$ cat src/sv/spiral_order_index_mapper_core_macros.svh
// ---------------------------------------------------------------------------
// Spiral order index mapper assertion macros
// Shared concurrent assertion forms for the controller and the datapath.
// ---------------------------------------------------------------------------
`ifndef SPIRAL_ORDER_INDEX_MAPPER_CORE_MACROS_SVH
`define SPIRAL_ORDER_INDEX_MAPPER_CORE_MACROS_SVH

// Same-cycle implication, disabled while reset is asserted.
`define SOM_ASSERT_IMPL(name, clk, rst_n, ante, cons) \
	name: assert property (@(posedge clk) disable iff (!rst_n) (ante) |-> (cons)) \
		else $error("spiral mapper assertion failed");

// Next-cycle implication, disabled while reset is asserted.
`define SOM_ASSERT_NEXT(name, clk, rst_n, ante, cons) \
	name: assert property (@(posedge clk) disable iff (!rst_n) (ante) |=> (cons)) \
		else $error("spiral mapper assertion failed");

`endif

$ cat src/sv/som_pkg.sv
// ---------------------------------------------------------------------------
// Spiral order index mapper package
// Field widths, transaction payloads and controller/datapath handshake types.
// ---------------------------------------------------------------------------
package som_pkg;

	localparam int DIM_W  = 11;          // row/column count width
	localparam int POS_W  = 10;          // row/column position width
	localparam int IDX_W  = 20;          // spiral index width
	localparam int PROD_W = 2 * DIM_W;   // grid size and ring start width
	localparam int OFF_W  = DIM_W + 2;   // offset inside one ring
	localparam int CFG_IDX_W = 1;

	localparam int PERIM_ADJ = 4;        // corners counted twice in 2*(h+w)

	localparam logic [CFG_IDX_W-1:0] CFG_ROW_COUNT = 1'b0;
	localparam logic [CFG_IDX_W-1:0] CFG_COL_COUNT = 1'b1;

	localparam logic CMD_POS_TO_IDX = 1'b0;
	localparam logic CMD_IDX_TO_POS = 1'b1;

	typedef struct packed {
		logic             command;
		logic [POS_W-1:0] row_in;
		logic [POS_W-1:0] col_in;
		logic [IDX_W-1:0] index_in;
	} som_in_t;

	typedef struct packed {
		logic [POS_W-1:0] row_out;
		logic [POS_W-1:0] col_out;
		logic [IDX_W-1:0] index_out;
		logic             out_of_range;
	} som_out_t;

	typedef struct packed {
		logic load;   // capture the request operands
		logic prep;   // range check, ring target, walk init
		logic step;   // advance one ring when allowed
		logic offs;   // compute the offset inside the ring
		logic emit;   // load the result register
	} som_cmd_t;

	typedef struct packed {
		logic walk_more;
	} som_status_t;

endpackage

$ cat src/sv/som_stream_if.sv
// ---------------------------------------------------------------------------
// Spiral order index mapper stream interface
// Valid/ready channel carrying one payload per transaction.
// ---------------------------------------------------------------------------
interface som_stream_if #(
	parameter type payload_t = logic
);
	logic     valid;
	logic     ready;
	payload_t data;

	modport source (output valid, output data, input ready);
	modport sink (input valid, input data, output ready);
endinterface

$ cat src/sv/spiral_order_index_mapper_core.sv
// ---------------------------------------------------------------------------
// Spiral order index mapper core
// Maps grid positions to clockwise spiral indexes and back.
// ---------------------------------------------------------------------------
// Usage:
//   req carries one transaction per request: command 0 turns (row_in, col_in)
//   into its spiral index, command 1 turns index_in into (row, col).
//   rsp returns one transaction per request, in order; out_of_range flags an
//   operand outside the configured grid, with all other fields zero.
//   cfg_wr_en/cfg_index/cfg_data write row_count (index 0) and col_count
//   (index 1); write them only while no request is in flight.
// Ring walk and request flow:
//   rsp.valid rises once the ring walk for the request is done; the walk stops
//   at the ring k that holds the cell (ring 0 for an out-of-range operand); the ring
//   walker advances one ring per cycle. The sequencer is idle again in the
//   same cycle that rsp.valid rises, so a new request can be accepted then.
//   With 1024-by-1024 grids k reaches 511.
//   One request is worked at a time; req.ready is high only when idle.
// Reset and stalls:
//   Reset clears the sequencer and sets both counts to 1. A result waiting
//   in the output register does not block the next request; the sequencer
//   holds its final step only if that register is still full and rsp.ready is low.
// ---------------------------------------------------------------------------
module spiral_order_index_mapper_core #(
	parameter int MAX_DIM = 1024
) (
	input  logic                            clk,
	input  logic                            arst_n,
	som_stream_if.sink                      req,
	som_stream_if.source                    rsp,
	input  logic                            cfg_wr_en,
	input  logic [som_pkg::CFG_IDX_W-1:0]   cfg_index,
	input  logic [som_pkg::DIM_W-1:0]       cfg_data
);
	import som_pkg::*;

	// largest effective count, bounded by what an 11-bit register can hold
	localparam int DIM_CAP = (MAX_DIM < 2047) ? MAX_DIM : 2047;
	// ring counter width: rings number at most half the shorter side
	localparam int K_W = $clog2(DIM_CAP / 2 + 1);

	som_cmd_t    cmd;
	som_status_t status;
	som_out_t    result;
	logic        rsp_valid;

	// sequencer: owns the request/response handshakes
	som_ctrl u_ctrl (
		.clk       (clk),
		.arst_n    (arst_n),
		.req_valid (req.valid),
		.req_ready (req.ready),
		.rsp_valid (rsp_valid),
		.rsp_ready (rsp.ready),
		.status    (status),
		.cmd       (cmd)
	);

	// grid registers, ring walker and result register
	som_dpath #(
		.MAX_DIM (MAX_DIM),
		.K_W     (K_W)
	) u_dpath (
		.clk       (clk),
		.arst_n    (arst_n),
		.cfg_wr_en (cfg_wr_en),
		.cfg_index (cfg_index),
		.cfg_data  (cfg_data),
		.operand   (req.data),
		.cmd       (cmd),
		.status    (status),
		.result    (result)
	);

	// drive the response channel from the output register
	assign rsp.valid = rsp_valid;
	assign rsp.data  = result;

endmodule

$ cat src/sv/som_ctrl.sv
// ---------------------------------------------------------------------------
// Spiral order index mapper controller
// Sequences one transaction through prep, ring walk, offset and map steps.
// ---------------------------------------------------------------------------
`include "spiral_order_index_mapper_core_macros.svh"

module som_ctrl (
	input  logic                 clk,
	input  logic                 arst_n,
	input  logic                 req_valid,
	output logic                 req_ready,
	output logic                 rsp_valid,
	input  logic                 rsp_ready,
	input  som_pkg::som_status_t status,
	output som_pkg::som_cmd_t    cmd
);
	import som_pkg::*;

	typedef enum logic [4:0] {
		ST_IDLE = 5'b00001,
		ST_PREP = 5'b00010,
		ST_WALK = 5'b00100,
		ST_OFFS = 5'b01000,
		ST_MAP  = 5'b10000
	} state_t;

	state_t state_q, state_d;
	logic   out_valid_q;

	assign req_ready = (state_q == ST_IDLE);
	assign rsp_valid = out_valid_q;

	always_comb begin
		state_d = state_q;
		cmd     = '0;
		case (state_q)
			ST_IDLE: begin
				if (req_valid) begin
					cmd.load = 1'b1;
					state_d  = ST_PREP;
				end
			end
			ST_PREP: begin
				cmd.prep = 1'b1;
				state_d  = ST_WALK;
			end
			ST_WALK: begin
				cmd.step = 1'b1;
				if (!status.walk_more) begin
					state_d = ST_OFFS;
				end
			end
			ST_OFFS: begin
				cmd.offs = 1'b1;
				state_d  = ST_MAP;
			end
			ST_MAP: begin
				// hold until the result register is free or draining
				if (!out_valid_q || rsp_ready) begin
					cmd.emit = 1'b1;
					state_d  = ST_IDLE;
				end
			end
			default: begin
				state_d = ST_IDLE;
			end
		endcase
	end

	always_ff @(posedge clk or negedge arst_n) begin
		if (!arst_n) begin
			state_q     <= ST_IDLE;
			out_valid_q <= 1'b0;
		end else begin
			state_q <= state_d;
			if (cmd.emit) begin
				out_valid_q <= 1'b1;
			end else if (rsp_ready) begin
				out_valid_q <= 1'b0;
			end
		end
	end

	`SOM_ASSERT_NEXT(a_accept_to_prep, clk, arst_n, req_valid && req_ready, state_q == ST_PREP)
	`SOM_ASSERT_NEXT(a_emit_sets_valid, clk, arst_n, cmd.emit, out_valid_q)
	`SOM_ASSERT_NEXT(a_walk_exit, clk, arst_n, state_q == ST_WALK && !status.walk_more, state_q == ST_OFFS)

endmodule

$ cat src/sv/som_dpath.sv
// ---------------------------------------------------------------------------
// Spiral order index mapper datapath
// Grid registers, ring walker, ring offset logic and result register.
// ---------------------------------------------------------------------------
`include "spiral_order_index_mapper_core_macros.svh"

module som_dpath #(
	parameter int MAX_DIM = 1024,
	parameter int K_W     = 10
) (
	input  logic                                clk,
	input  logic                                arst_n,
	input  logic                                cfg_wr_en,
	input  logic [som_pkg::CFG_IDX_W-1:0]       cfg_index,
	input  logic [som_pkg::DIM_W-1:0]           cfg_data,
	input  som_pkg::som_in_t                    operand,
	input  som_pkg::som_cmd_t                   cmd,
	output som_pkg::som_status_t                status,
	output som_pkg::som_out_t                   result
);
	import som_pkg::*;

	// grid size registers
	logic [DIM_W-1:0] row_count_q, col_count_q;
	logic [DIM_W-1:0] m, n;

	// operand registers
	logic             cmd_q;
	logic [POS_W-1:0] ri_q, ci_q;
	logic [IDX_W-1:0] xi_q;

	// walk state
	logic             oor_q;
	logic [K_W-1:0]   k_q, ktgt_q;
	logic [PROD_W-1:0] s_q;
	logic [DIM_W-1:0] h_q, w_q;
	logic [OFF_W-1:0] off_q;
	som_out_t         result_q;

	always_ff @(posedge clk or negedge arst_n) begin
		if (!arst_n) begin
			row_count_q <= DIM_W'(1);
			col_count_q <= DIM_W'(1);
		end else if (cfg_wr_en) begin
			case (cfg_index)
				CFG_ROW_COUNT: row_count_q <= cfg_data;
				CFG_COL_COUNT: col_count_q <= cfg_data;
				default: begin
				end
			endcase
		end
	end

	// saturate counts to the largest supported dimension
	assign m = (32'(row_count_q) > 32'(MAX_DIM)) ? DIM_W'(MAX_DIM) : row_count_q;
	assign n = (32'(col_count_q) > 32'(MAX_DIM)) ? DIM_W'(MAX_DIM) : col_count_q;

	// ---- prep: range check and ring target
	logic [PROD_W-1:0] grid_cells;
	logic              oor_d;
	logic [DIM_W-1:0]  ri_w, ci_w, d_bot, d_rgt, kmin, mn_min, kmax;

	always_comb begin
		grid_cells = PROD_W'(m) * PROD_W'(n);
		ri_w       = DIM_W'(ri_q);
		ci_w       = DIM_W'(ci_q);
		d_bot      = m - DIM_W'(1) - ri_w;
		d_rgt      = n - DIM_W'(1) - ci_w;
		kmin       = ri_w;
		if (ci_w < kmin) kmin = ci_w;
		if (d_bot < kmin) kmin = d_bot;
		if (d_rgt < kmin) kmin = d_rgt;
		mn_min     = (m < n) ? m : n;
		kmax       = (mn_min - DIM_W'(1)) >> 1;
		if (cmd_q == CMD_POS_TO_IDX) begin
			oor_d = (ri_w >= m) || (ci_w >= n);
		end else begin
			oor_d = (PROD_W'(xi_q) >= grid_cells);
		end
	end

	// ---- walk: one ring per cycle, start advances by the ring perimeter
	logic [PROD_W-1:0] s_nxt;

	assign s_nxt = ((PROD_W'(h_q) + PROD_W'(w_q)) << 1) - PROD_W'(PERIM_ADJ);
	assign status.walk_more = !oor_q && (k_q < ktgt_q)
		&& ((cmd_q == CMD_POS_TO_IDX) || ((s_q + s_nxt) <= PROD_W'(xi_q)));

	// ---- offset inside the ring
	logic [OFF_W-1:0] k13, ri13, ci13, m13, n13, h13, w13, off_d;

	always_comb begin
		k13  = OFF_W'(k_q);
		ri13 = OFF_W'(ri_q);
		ci13 = OFF_W'(ci_q);
		m13  = OFF_W'(m);
		n13  = OFF_W'(n);
		h13  = OFF_W'(h_q);
		w13  = OFF_W'(w_q);
		if (cmd_q == CMD_IDX_TO_POS) begin
			off_d = OFF_W'(PROD_W'(xi_q) - s_q);
		end else if (ri13 == k13) begin
			off_d = ci13 - k13;
		end else if (ci13 == n13 - OFF_W'(1) - k13) begin
			off_d = (w13 - OFF_W'(1)) + (ri13 - k13);
		end else if (ri13 == m13 - OFF_W'(1) - k13) begin
			off_d = (w13 - OFF_W'(1)) + (h13 - OFF_W'(1)) + (n13 - OFF_W'(1) - k13 - ci13);
		end else begin
			off_d = ((w13 - OFF_W'(1)) << 1) + (h13 - OFF_W'(1))
				+ (m13 - OFF_W'(1) - k13 - ri13);
		end
	end

	// ---- map: position from offset, or index from ring start
	logic [OFF_W-1:0]  r_d, c_d;
	logic [PROD_W-1:0] x_sum;
	som_out_t          result_d;

	always_comb begin
		x_sum = s_q + PROD_W'(off_q);
		if (off_q < w13) begin
			r_d = k13;
			c_d = k13 + off_q;
		end else if (off_q < w13 + h13 - OFF_W'(1)) begin
			r_d = k13 + (off_q - (w13 - OFF_W'(1)));
			c_d = n13 - OFF_W'(1) - k13;
		end else if (off_q < (w13 << 1) + h13 - OFF_W'(2)) begin
			r_d = m13 - OFF_W'(1) - k13;
			c_d = n13 - OFF_W'(1) - k13 - (off_q - (w13 - OFF_W'(1)) - (h13 - OFF_W'(1)));
		end else begin
			r_d = m13 - OFF_W'(1) - k13
				- (off_q - ((w13 - OFF_W'(1)) << 1) - (h13 - OFF_W'(1)));
			c_d = k13;
		end
		if (oor_q) begin
			result_d = '0;
			result_d.out_of_range = 1'b1;
		end else if (cmd_q == CMD_POS_TO_IDX) begin
			result_d.row_out      = ri_q;
			result_d.col_out      = ci_q;
			result_d.index_out    = IDX_W'(x_sum);
			result_d.out_of_range = 1'b0;
		end else begin
			result_d.row_out      = POS_W'(r_d);
			result_d.col_out      = POS_W'(c_d);
			result_d.index_out    = xi_q;
			result_d.out_of_range = 1'b0;
		end
	end

	always_ff @(posedge clk) begin
		if (cmd.load) begin
			cmd_q <= operand.command;
			ri_q  <= operand.row_in;
			ci_q  <= operand.col_in;
			xi_q  <= operand.index_in;
		end
		if (cmd.prep) begin
			oor_q  <= oor_d;
			ktgt_q <= (cmd_q == CMD_POS_TO_IDX) ? K_W'(kmin) : K_W'(kmax);
			k_q    <= '0;
			s_q    <= '0;
			h_q    <= m;
			w_q    <= n;
		end
		if (cmd.step && status.walk_more) begin
			k_q <= k_q + K_W'(1);
			s_q <= s_q + s_nxt;
			h_q <= h_q - DIM_W'(2);
			w_q <= w_q - DIM_W'(2);
		end
		if (cmd.offs) begin
			off_q <= off_d;
		end
		if (cmd.emit) begin
			result_q <= result_d;
		end
	end

	assign result = result_q;

	`SOM_ASSERT_NEXT(a_walk_increments, clk, arst_n, cmd.step && status.walk_more, k_q == K_W'($past(k_q) + K_W'(1)))
	`SOM_ASSERT_IMPL(a_start_below_index, clk, arst_n, $past(cmd.step) && !oor_q && cmd_q == CMD_IDX_TO_POS, s_q <= PROD_W'(xi_q))
	`SOM_ASSERT_NEXT(a_oor_zero, clk, arst_n, cmd.emit && oor_q, result_q.out_of_range && result_q.index_out == '0 && result_q.row_out == '0 && result_q.col_out == '0)

endmodule
$ cat src/flat_wrapper.sv
// flat-port wrapper written by rule: the top's interface ports become plain ports
module spiral_order_index_mapper_core_flat import som_pkg::*;
#(
	parameter int MAX_DIM = 1024
)
  (clk, arst_n, cfg_wr_en, cfg_index, cfg_data, req_valid, req_data, req_ready, rsp_valid, rsp_data, rsp_ready);
  som_stream_if req_i ();
  som_stream_if rsp_i ();
  input  logic clk;
  input  logic arst_n;
  input  logic cfg_wr_en;
  input  logic [som_pkg::CFG_IDX_W-1:0] cfg_index;
  input  logic [som_pkg::DIM_W-1:0] cfg_data;
  input wire logic [$bits(req_i.valid)-1:0] req_valid;
  input wire logic [$bits(req_i.data)-1:0] req_data;
  output wire logic [$bits(req_i.ready)-1:0] req_ready;
  output wire logic [$bits(rsp_i.valid)-1:0] rsp_valid;
  output wire logic [$bits(rsp_i.data)-1:0] rsp_data;
  input wire logic [$bits(rsp_i.ready)-1:0] rsp_ready;
  assign req_i.valid = req_valid;
  assign req_i.data = req_data;
  assign req_ready = req_i.ready;
  assign rsp_valid = rsp_i.valid;
  assign rsp_data = rsp_i.data;
  assign rsp_i.ready = rsp_ready;
  spiral_order_index_mapper_core #(.MAX_DIM(MAX_DIM)) u_core (.clk(clk), .arst_n(arst_n), .req(req_i), .rsp(rsp_i), .cfg_wr_en(cfg_wr_en), .cfg_index(cfg_index), .cfg_data(cfg_data));
endmodule
$ cat config.mk
export PLATFORM = sky130hd
export DESIGN_NAME = spiral_order_index_mapper_core_flat
export DESIGN_NICKNAME = d
export VERILOG_FILES = /design/src/sv/som_pkg.sv /design/src/sv/som_stream_if.sv /design/src/sv/spiral_order_index_mapper_core.sv /design/src/sv/som_ctrl.sv /design/src/sv/som_dpath.sv /design/src/flat_wrapper.sv
export VERILOG_INCLUDE_DIRS = /design/src /design/src/sv
export SDC_FILE = /design/constraint.sdc
export NUM_CORES = 1
export LEC_CHECK = 0
export BUFFER_PORTS_ARGS = -buffer_cell sky130_fd_sc_hd__buf_2
export CORE_MARGIN = 2
export CORE_UTILIZATION = 35
export DETAILED_ROUTE_END_ITERATION = 16
export REMOVE_ABC_BUFFERS = 1
export SKIP_LAST_GASP = 1
export SYNTH_ARGS = -nofsm -noshare
export SYNTH_HDL_FRONTEND = slang
export SYNTH_HIERARCHICAL = 1
export SYNTH_SLANG_ARGS = --single-unit
$ cat constraint.sdc
create_clock -name clk -period 16.3 [get_ports clk]
set_clock_uncertainty 0.05 [all_clocks]
set_input_delay 0 -clock clk [delete_from_list [all_inputs] [get_ports clk]]
set_output_delay 0 -clock clk [all_outputs]
set_load 0.02 [all_outputs]
==> out/metrics.json <==
{
  "status": "completed",
  "dr_iter_0_viols": 782,
  "setup.reg_to_reg.worst_slack_ns": 7.59,
  "pwr_density_cell_mw_per_mm2": 158,
  "crit_path_max_incr_delay_ns": 1.05,
  "antenna_cells": 0,
  "die_height_um": 214,
  "drv_slew": 0,
  "layout-drive-gt1-share": 0.0751,
  "cp-end-kind": "flip-flop",
  "timing.rr.start": "u_core/u_dpath/col_count_q[10]",
  "track_usage": 0.184,
  "rr_endpoint": "u_core/u_dpath/oor_q",
  "cellLeakagePower_nw": 7.95,
  "clock_tree.htree_level_count": 4,
  "cts_tree": "built",
  "critical_path.startpoint": "u_core/u_dpath/col_count_q[10]",
  "number_of_antenna_violations_at_the_first_check_in_global_routing": 0,
  "io_pins": 21,
  "total_length_of_routed_wires_mm": 40.3,
  "route.vias.total": 12000,
  "period_needed_ns": 8.71,
  "worst-endpoint-required_ns": 16.50,
  "synth_cells": 1679,
  "fin_nets": 2076,
  "post-route-util": 0.392,
  "final_area_sq_mm": 0.0170,
  "dpl-instance-area_sq_mm": 0.0163,
  "finalHoldViolCount": 0,
  "clock-sinks": 134,
  "die_w_um": 214,
  "drt_pass1_iterations": 5,
  "drcViolationCount": 0,
  "switching_share": 0.475,
  "internal_power_mw": 1.40,
  "critical-path-top-cell-by-count": "sky130_fd_sc_hd__fa_1",
  "clock_tree.buffer_depth": 2,
  "power.sequential.fraction": 0.197,
  "post_drt_wl_per_cell_um": 17.3,
  "grt_setup_unrepaired": "no",
  "post_drt_via_cell_ratio": 5.16,
  "path_class": "flip-flop to flip-flop",
  "clock.fmax_ghz": 0.115,
  "cts_resized": 0,
  "worst_setup_path_start_kind": "flip-flop",
  "dpl_hpwl_mm": 31.0,
  "die-area_sq_mm": 0.0457,
  "syn_area_sq_mm": 0.0154,
  "numPortBuffers": 20,
  "grt_pass1_vias": 11900,
  "fin_crit_sh": 0.535,
  "hold_class": "input port to asynchronous set/reset pin",
  "grt_first_pass_wirelength_mm": 64.3,
  "switching_power_mw": 1.27,
  "power.combinational.fraction": 0.659,
  "maxCapViolations": 0,
  "coreArea_sq_mm": 0.0433,
  "syn-mean-instance-area_sq_um": 9.17,
  "worst_vdd_rail_ir_drop_v": 0.0000749,
  "cts-buffers-inserted": 17,
  "slowest_stage": "sky130_fd_sc_hd__nor2b_1",
  "timing.setup.tns_ns": 0,
  "grt-ovfl-total": 0,
  "ctsRootBufferMaster": "sky130_fd_sc_hd__clkbuf_16",
  "std_cell_rows": 76,
  "floorplan.initialDensity": 0.356,
  "grt_max_degree": 52,
  "share_clk_of_total_power": 0.144,
  "clock_slew_at_reported_path_ffs_ns": 0.07,
  "timing.slew.headroom": 0.197,
  "worst-path-max-fanout": 20,
  "yosys_warnings": 6,
  "finalPower_mw": 2.68,
  "areaGrowthSynthToFinish_pct": 10.3,
  "reg2reg_depth": 26,
  "place.gp.congestion": 0.889,
  "timing.final.setup_violations": 0,
  "detail-route-antenna-nets": 0,
  "tightest_slew_ns": 1.20,
  "clkLatencyLatePin_ns": 0.44,
  "timing.critical_path.arrival_ns": 8.92
}
==> layout make-up <==
class	instances	area, sq um
fill	4301	26300
multi-input combinational	1280	10500
sequential	134	3890
inverter	249	935
tap	585	732
clock buffer	20	458
timing repair buffer	49	355
clock inverter	12	115
==> cell usage in the layout (no fill, tap or decap), drive strengths merged, types with 9 or more instances in the layout <==
cell	count
fa	84
mux2	26
nand2b	21
clkbuf	20
nor4	16
xor2	28
o21a	12
conb	41
o21ai	83
nand3	23
dlygate4sd3	15
nor2b	30
o211ai	9
clkinv	13
nand4	9
xnor2	68
buf	34
nor2	128
a21o	37
a21oi	97
nor3	40
a211oi	15
dfrtp	25
mux2i	14
edfxtp	106
nand2	123
inv	247
nor3b	12
ha	243
==> power by group through the flow <==
| stage | logic, mW | clock network, mW | registers, mW |
|---|---|---|---|
| floorplan | 1.31 | 0 | 0.511 |
| global placement | 1.71 | 0 | 0.532 |
| detailed placement | 1.74 | 0 | 0.533 |
| CTS | 1.76 | 0.396 | 0.526 |
| global route | 1.99 | 0.408 | 0.535 |
| finish | 1.76 | 0.386 | 0.527 |
==> flip-flops by register name, summed over array words and instances, names as in the netlist <==
signal,flops
u_core/u_dpath/ci_q,10
u_core/u_dpath/ktgt_q,10
u_core/u_dpath/k_q,10
u_core/u_dpath/w_q,11
u_core/u_dpath/h_q,11
u_core/u_dpath/ri_q,10
u_core/u_ctrl/rsp_valid,1
u_core/u_dpath/cmd_q,1
u_core/u_dpath/row_count_q,11
u_core/u_dpath/oor_q,1
u_core/u_dpath/result,1
u_core/u_dpath/xi_q,20
u_core/u_dpath/col_count_q,11
u_core/u_dpath/s_q,21
u_core/u_ctrl/state_q,5
==> critical path: cells and delay by family (launching register included) <==
kind,cells,cell delay (ns)
flip-flops,1,0.68
adder cells (fa/ha/maj),7,2.65
XOR/XNOR,1,0.13
buffers and inverters,5,0.96
AND/OR/NAND/NOR,6,2.40
AO/OA/AOI/OAI,7,1.64
==> per-stage QoR <==
stage                     instances  worst slack (ns)  hold slack [ns]
after floorplan                1663              7.16           -0.346
after global placement         2282              7.80        -0.000173
after detailed placement       2282              7.71          0.00766
after CTS                      2329              7.67           0.0505
after global routing           2329              7.11            0.104
final                          2329              7.59           0.0643
==> repair_timing <==
action	CTS	global route
endpoints found under the hold margin	54	0
hold buffers	15	0
setup buffers	0	0
==> layer usage <==
metal	vias up	GRT usage	wire length, um
met2	276	0.300	18700
li1	5811	-	-
met1	5871	0.251	19100
met3	51	0.0321	1860
met4	0	0.0515	712
met5	-	0	0
==> worst max path at each step <==
stage | to | slack [ns]
finish | u_core/u_dpath/oor_q | 7.59
global route | u_core/u_dpath/oor_q | 7.11
CTS | u_core/u_dpath/oor_q | 7.67
detailed placement | u_core/u_dpath/oor_q | 7.71
global placement | u_core/u_dpath/oor_q | 7.80
floorplan | u_core/u_dpath/h_q[10] | 7.16
Note: power is estimated with default switching activity, not from simulation.
